===== src/hw/rtl/oal_pkg.sv =====
// ----------------------------------------------------------------------------
// oal_pkg
// Shared types and codes for the ordered array list: request operations,
// status codes and the command broadcast to the chain of cells.
// ----------------------------------------------------------------------------
package oal_pkg;

    typedef enum logic [3:0] {
        OP_GET       = 4'd0,
        OP_SET       = 4'd1,
        OP_INS_FIRST = 4'd2,
        OP_INS_AT    = 4'd3,
        OP_INS_LAST  = 4'd4,
        OP_DEL_FIRST = 4'd5,
        OP_DEL_AT    = 4'd6,
        OP_DEL_LAST  = 4'd7,
        OP_SEARCH    = 4'd8
    } t_op;

    typedef enum logic [1:0] {
        ST_OK    = 2'd0,
        ST_RANGE = 2'd1,
        ST_FULL  = 2'd2,
        ST_EMPTY = 2'd3
    } t_status;

    typedef enum logic [2:0] {
        K_NONE,
        K_WRITE,
        K_INSERT,
        K_DELETE,
        K_READ,
        K_SEARCH
    } t_kind;

    typedef struct packed {
        logic  go;
        t_kind kind;
    } t_cell_cmd;

endpackage


===== src/hw/rtl/oal_cell.sv =====
// ----------------------------------------------------------------------------
// oal_cell
// One list entry. Holds its element, takes a new value, its left or right
// neighbor on insert and delete, and registers its read and match results.
// ----------------------------------------------------------------------------
module oal_cell #(
    parameter int IDX = 0,
    parameter int IW  = 6,
    parameter int CW  = 7,
    parameter int EW  = 32
) (
    input  logic              i_clk,
    input  oal_pkg::t_cell_cmd i_cmd,
    input  logic [IW-1:0]     i_idx,
    input  logic [CW-1:0]     i_lim,
    input  logic [EW-1:0]     i_val,
    input  logic [EW-1:0]     i_left,
    input  logic [EW-1:0]     i_right,
    output logic [EW-1:0]     o_q,
    output logic [EW-1:0]     o_rd,
    output logic              o_hit
);
    import oal_pkg::*;

    logic [EW-1:0] r_q;
    logic [EW-1:0] n_q;
    logic [EW-1:0] r_rd;
    logic [EW-1:0] n_rd;
    logic          r_hit;
    logic          n_hit;
    logic          at_here;
    logic          above;
    logic          in_list;

    assign at_here = (i_idx == IW'(IDX));
    assign above   = (i_idx < IW'(IDX));
    assign in_list = (CW'(IDX) < i_lim);

    always_comb begin
        n_q   = r_q;
        n_rd  = '0;
        n_hit = 1'b0;
        unique case (i_cmd.kind)
            K_WRITE: begin
                if (at_here) n_q = i_val;
            end
            K_INSERT: begin
                if (at_here) n_q = i_val;
                else if (above) n_q = i_left;
            end
            K_DELETE: begin
                if (at_here || above) n_q = i_right;
            end
            K_READ: begin
                if (at_here) n_rd = r_q;
            end
            K_SEARCH: begin
                n_hit = in_list && (r_q == i_val);
            end
            default: begin
            end
        endcase
    end

    always_ff @(posedge i_clk) begin
        if (i_cmd.go) begin
            r_q   <= n_q;
            r_rd  <= n_rd;
            r_hit <= n_hit;
        end
    end

    assign o_q   = r_q;
    assign o_rd  = r_rd;
    assign o_hit = r_hit;

endmodule


===== config.mk =====
export PLATFORM = sky130hd
export DESIGN_NAME = oal_cell
export DESIGN_NICKNAME = d
export VERILOG_FILES = /design/src/hw/rtl/oal_pkg.sv /design/src/hw/rtl/oal_cell.sv
export SDC_FILE = /design/constraint.sdc
export NUM_CORES = 1
export LEC_CHECK = 0
export ABC_AREA = 1
export ABC_CLOCK_PERIOD_IN_PS = 4050
export BUFFER_PORTS_ARGS = -buffer_cell sky130_fd_sc_hd__buf_2
export CORE_MARGIN = 1.5
export CORE_UTILIZATION = 45
export CTS_CLUSTER_SIZE = 10
export DETAILED_ROUTE_END_ITERATION = 16
export GPL_ROUTABILITY_DRIVEN = 0
export PLACE_DENSITY = 0.88
export RECOVER_POWER = 50
export SLEW_MARGIN = 20
export SYNTH_ARGS = -nofsm -noshare
export SYNTH_HDL_FRONTEND = slang
export SYNTH_SLANG_ARGS = --single-unit

===== constraint.sdc =====
create_clock -name i_clk -period 4.05 [get_ports i_clk]
set_input_delay 0 -clock i_clk [delete_from_list [all_inputs] [get_ports i_clk]]
set_output_delay 0 -clock i_clk [all_outputs]
set_load 0.1 [all_outputs]

==> flow_summary.json <==
{
  "end_kind": "register",
  "place_inst": 570,
  "avgSynthCellArea_sq_um": 9.70,
  "busiest_layer": "met2",
  "cts_buffers": 9,
  "clock_latency_ps": 330,
  "die_w_um": 87.7,
  "grt_max_degree": 35,
  "total_power_uw": 1410,
  "grt_pass1_vias": 2922,
  "coreArea_sq_mm": 0.00687,
  "clock_path_buffers": 2,
  "setup_tns_ps": 0,
  "period_needed_ps": 2380,
  "layout_commonest_cell": "buf_2",
  "hpwlAfterDp_um": 5400,
  "htreeDepth": 3,
  "detail_route.vias_per_cell": 4.67,
  "max_freq_mhz": 420,
  "rsz0062_at_grt": "no",
  "root_buffer": "clkbuf_8",
  "postCtsSetupBuffers": 0,
  "violations": "max-capacitance violations, max-slew violations",
  "cts_resized": 0,
  "die_y_um": 87.7,
  "startpoint_type": "input pin",
  "antenna_found_initial": 0,
  "num_vias": 2905,
  "path_max_fanout": 29,
  "power_leakage_uw": 0.00223,
  "synth.yosys.seq_area_share_pct": 60.4,
  "clk_pin_slew_worst_paths_ps": 60,
  "nets": 639,
  "period_share_pct": 58.8,
  "yosysWarnings": 0,
  "path_class": "input pin to register",
  "relSlewSlack_pct": -28.8,
  "cts_tree": "yes",
  "io_pins": 179,
  "wl_per_cell_um": 13.7,
  "critical_path.slowest_cell": "nand2_1",
  "worstMarginPinSlew_ps": 1930,
  "die_area_sq_mm": 0.00769,
  "power.density_mw_per_mm2": 310,
  "drt-total-wl_um": 8540,
  "cp_data_required_time_ps": 4120,
  "grt_use_met2_pct": 41.6,
  "grtUsageMet3_pct": 5.28,
  "drt-initial-drc-count": 119,
  "startpoint": "i_cmd[1]",
  "synthesis.nets": 447,
  "final_hold_viol_count": 0,
  "final_cells": 622,
  "ys_ff_latch": 65,
  "rows": 30,
  "drive_above_1_share_pct": 30.4,
  "path_delay_family": "buffers and inverters",
  "final_cell_mix": "buf_2, nor2_1, nand2_1",
  "netlist_instances": 333,
  "synthesis.area_sq_mm": 0.00323,
  "path_buf_inv": 4,
  "track_usage_pct": 22.6,
  "max-cap-violations": 1,
  "hp-start": "i_right[19]",
  "area_growth_syn_to_layout_pct": 41.1,
  "ys_types": 18,
  "r2r-start": "o_q[4]",
  "hold_path_class": "input pin to register",
  "ant_nets": 0,
  "slew_violations": 35,
  "antennaDiodeCount": 0,
  "grtUsageMet1_pct": 24.0,
  "grt_first_pass_wirelength_um": 12900,
  "drc": 0,
  "max_stage_delay_ps": 750,
  "first_pass_iters": 4,
  "initial_core_util_pct": 47.0,
  "cts_sinks": 65,
  "grt_overflow": 0,
  "status": "complete, but fails checks",
  "clock_skew_ps": 6.61,
  "cp.arrival_ps": 2450,
  "path_cells": "buf_2 > inv_1 > nor2_1 > nand2_1 > buf_4 > mux2_2 > dlygate4sd3_1",
  "ir_drop_uv": 181,
  "setup_viol": 0,
  "io_buffers": 146
}
[worst reg2reg max path, stage by stage (launching register included)]
cell and delay, ps:
edfxtp_1 370, inv_1 70, nand2_1 70, nand2_1 50, nor2_1 120, nand2_1 60
nor2_1 150, nand3_1 120, nor2_1 100
[final cells by class]
cell class | count | area, sq um
fillers | 577 | 2310
flip-flops and latches | 65 | 1950
clock inverters | 3 | 12.5
inverters | 56 | 210
repair buffers | 189 | 1130
clock buffers | 9 | 124
well taps | 96 | 120
multi-input cells | 204 | 1010
[where the power goes]
part	switching, uW	internal [uW]	total (uW)
clock network	224	203	427
logic	142	90.3	232
registers	3.26	751	755
total	369	1040	1410
[path summary, 6_finish.rpt]
kind,end,slack [ps],cells after the start
min,o_q[19],10,3
min reg2reg,o_rd[10],630,2
max reg2reg,o_hit,2810,8
max,o_q[30],1670,7
[cell families after synthesis]
logic type	after synthesis	synth area share, %
muxes	11	4.53
AOI/OAI and AO/OA	21	4.42
DFF	65	60.4
and+or+nand+nor	161	19.3
buffers and inverters	64	8.33
xor gates and xnor gates	11	2.98
[synthesized netlist by cell type]
| library cell | count | area [sq um] |
|---|---|---|
| nor2_1 | 78 | 293 |
| nand2_1 | 74 | 278 |
| edfxtp_1 | 65 | 1950 |
| inv_1 | 56 | 210 |
| a21oi_1 | 11 | 55.1 |
| a21oi_2 | 10 | 87.6 |
| xnor2_1 | 10 | 87.6 |
| mux2_4 | 6 | 90.1 |
| buf_2 | 5 | 25.0 |
| mux2_2 | 5 | 56.3 |
| nand3_1 | 4 | 20.0 |
| buf_6 | 3 | 33.8 |
| nand2_2 | 1 | 6.26 |
| nand3b_1 | 1 | 7.51 |
| nand4_1 | 1 | 6.26 |
| nor2_2 | 1 | 6.26 |
| nor4_1 | 1 | 6.26 |
| xor2_1 | 1 | 8.76 |
[sequential cells by signal, summed over array words and instances (netlist names)]
name / flops
o_hit: 1
o_q: 32
o_rd: 32
[per-layer routing]
metal | vias to the layer above | part of all wire [%]
li1 | 1427 | -
met5 | - | 0
met3 | 19 | 7.2
met2 | 135 | 52
met1 | 1324 | 38
met4 | 0 | 2.6
[timing repair]
item                                   CTS  global route
setup endpoints to repair                0             0
endpoints found under the hold margin   29             0
hold buffers                            40             0
[per-stage QoR]
stage               worst slack (ps)  utilization, %  instance area (sq um)  hold slack, ps
CTS                             2050            66.8                   4590           0.168
global placement                2220            59.0                   4050             299
finish                          1670            66.3                   4560            13.2
detailed placement              2170            59.0                   4050             306
global route                    1480            66.3                   4560            12.9
floorplan                        303               -                   3230             112
No activity file was read; power rests on OpenSTA's default activity.
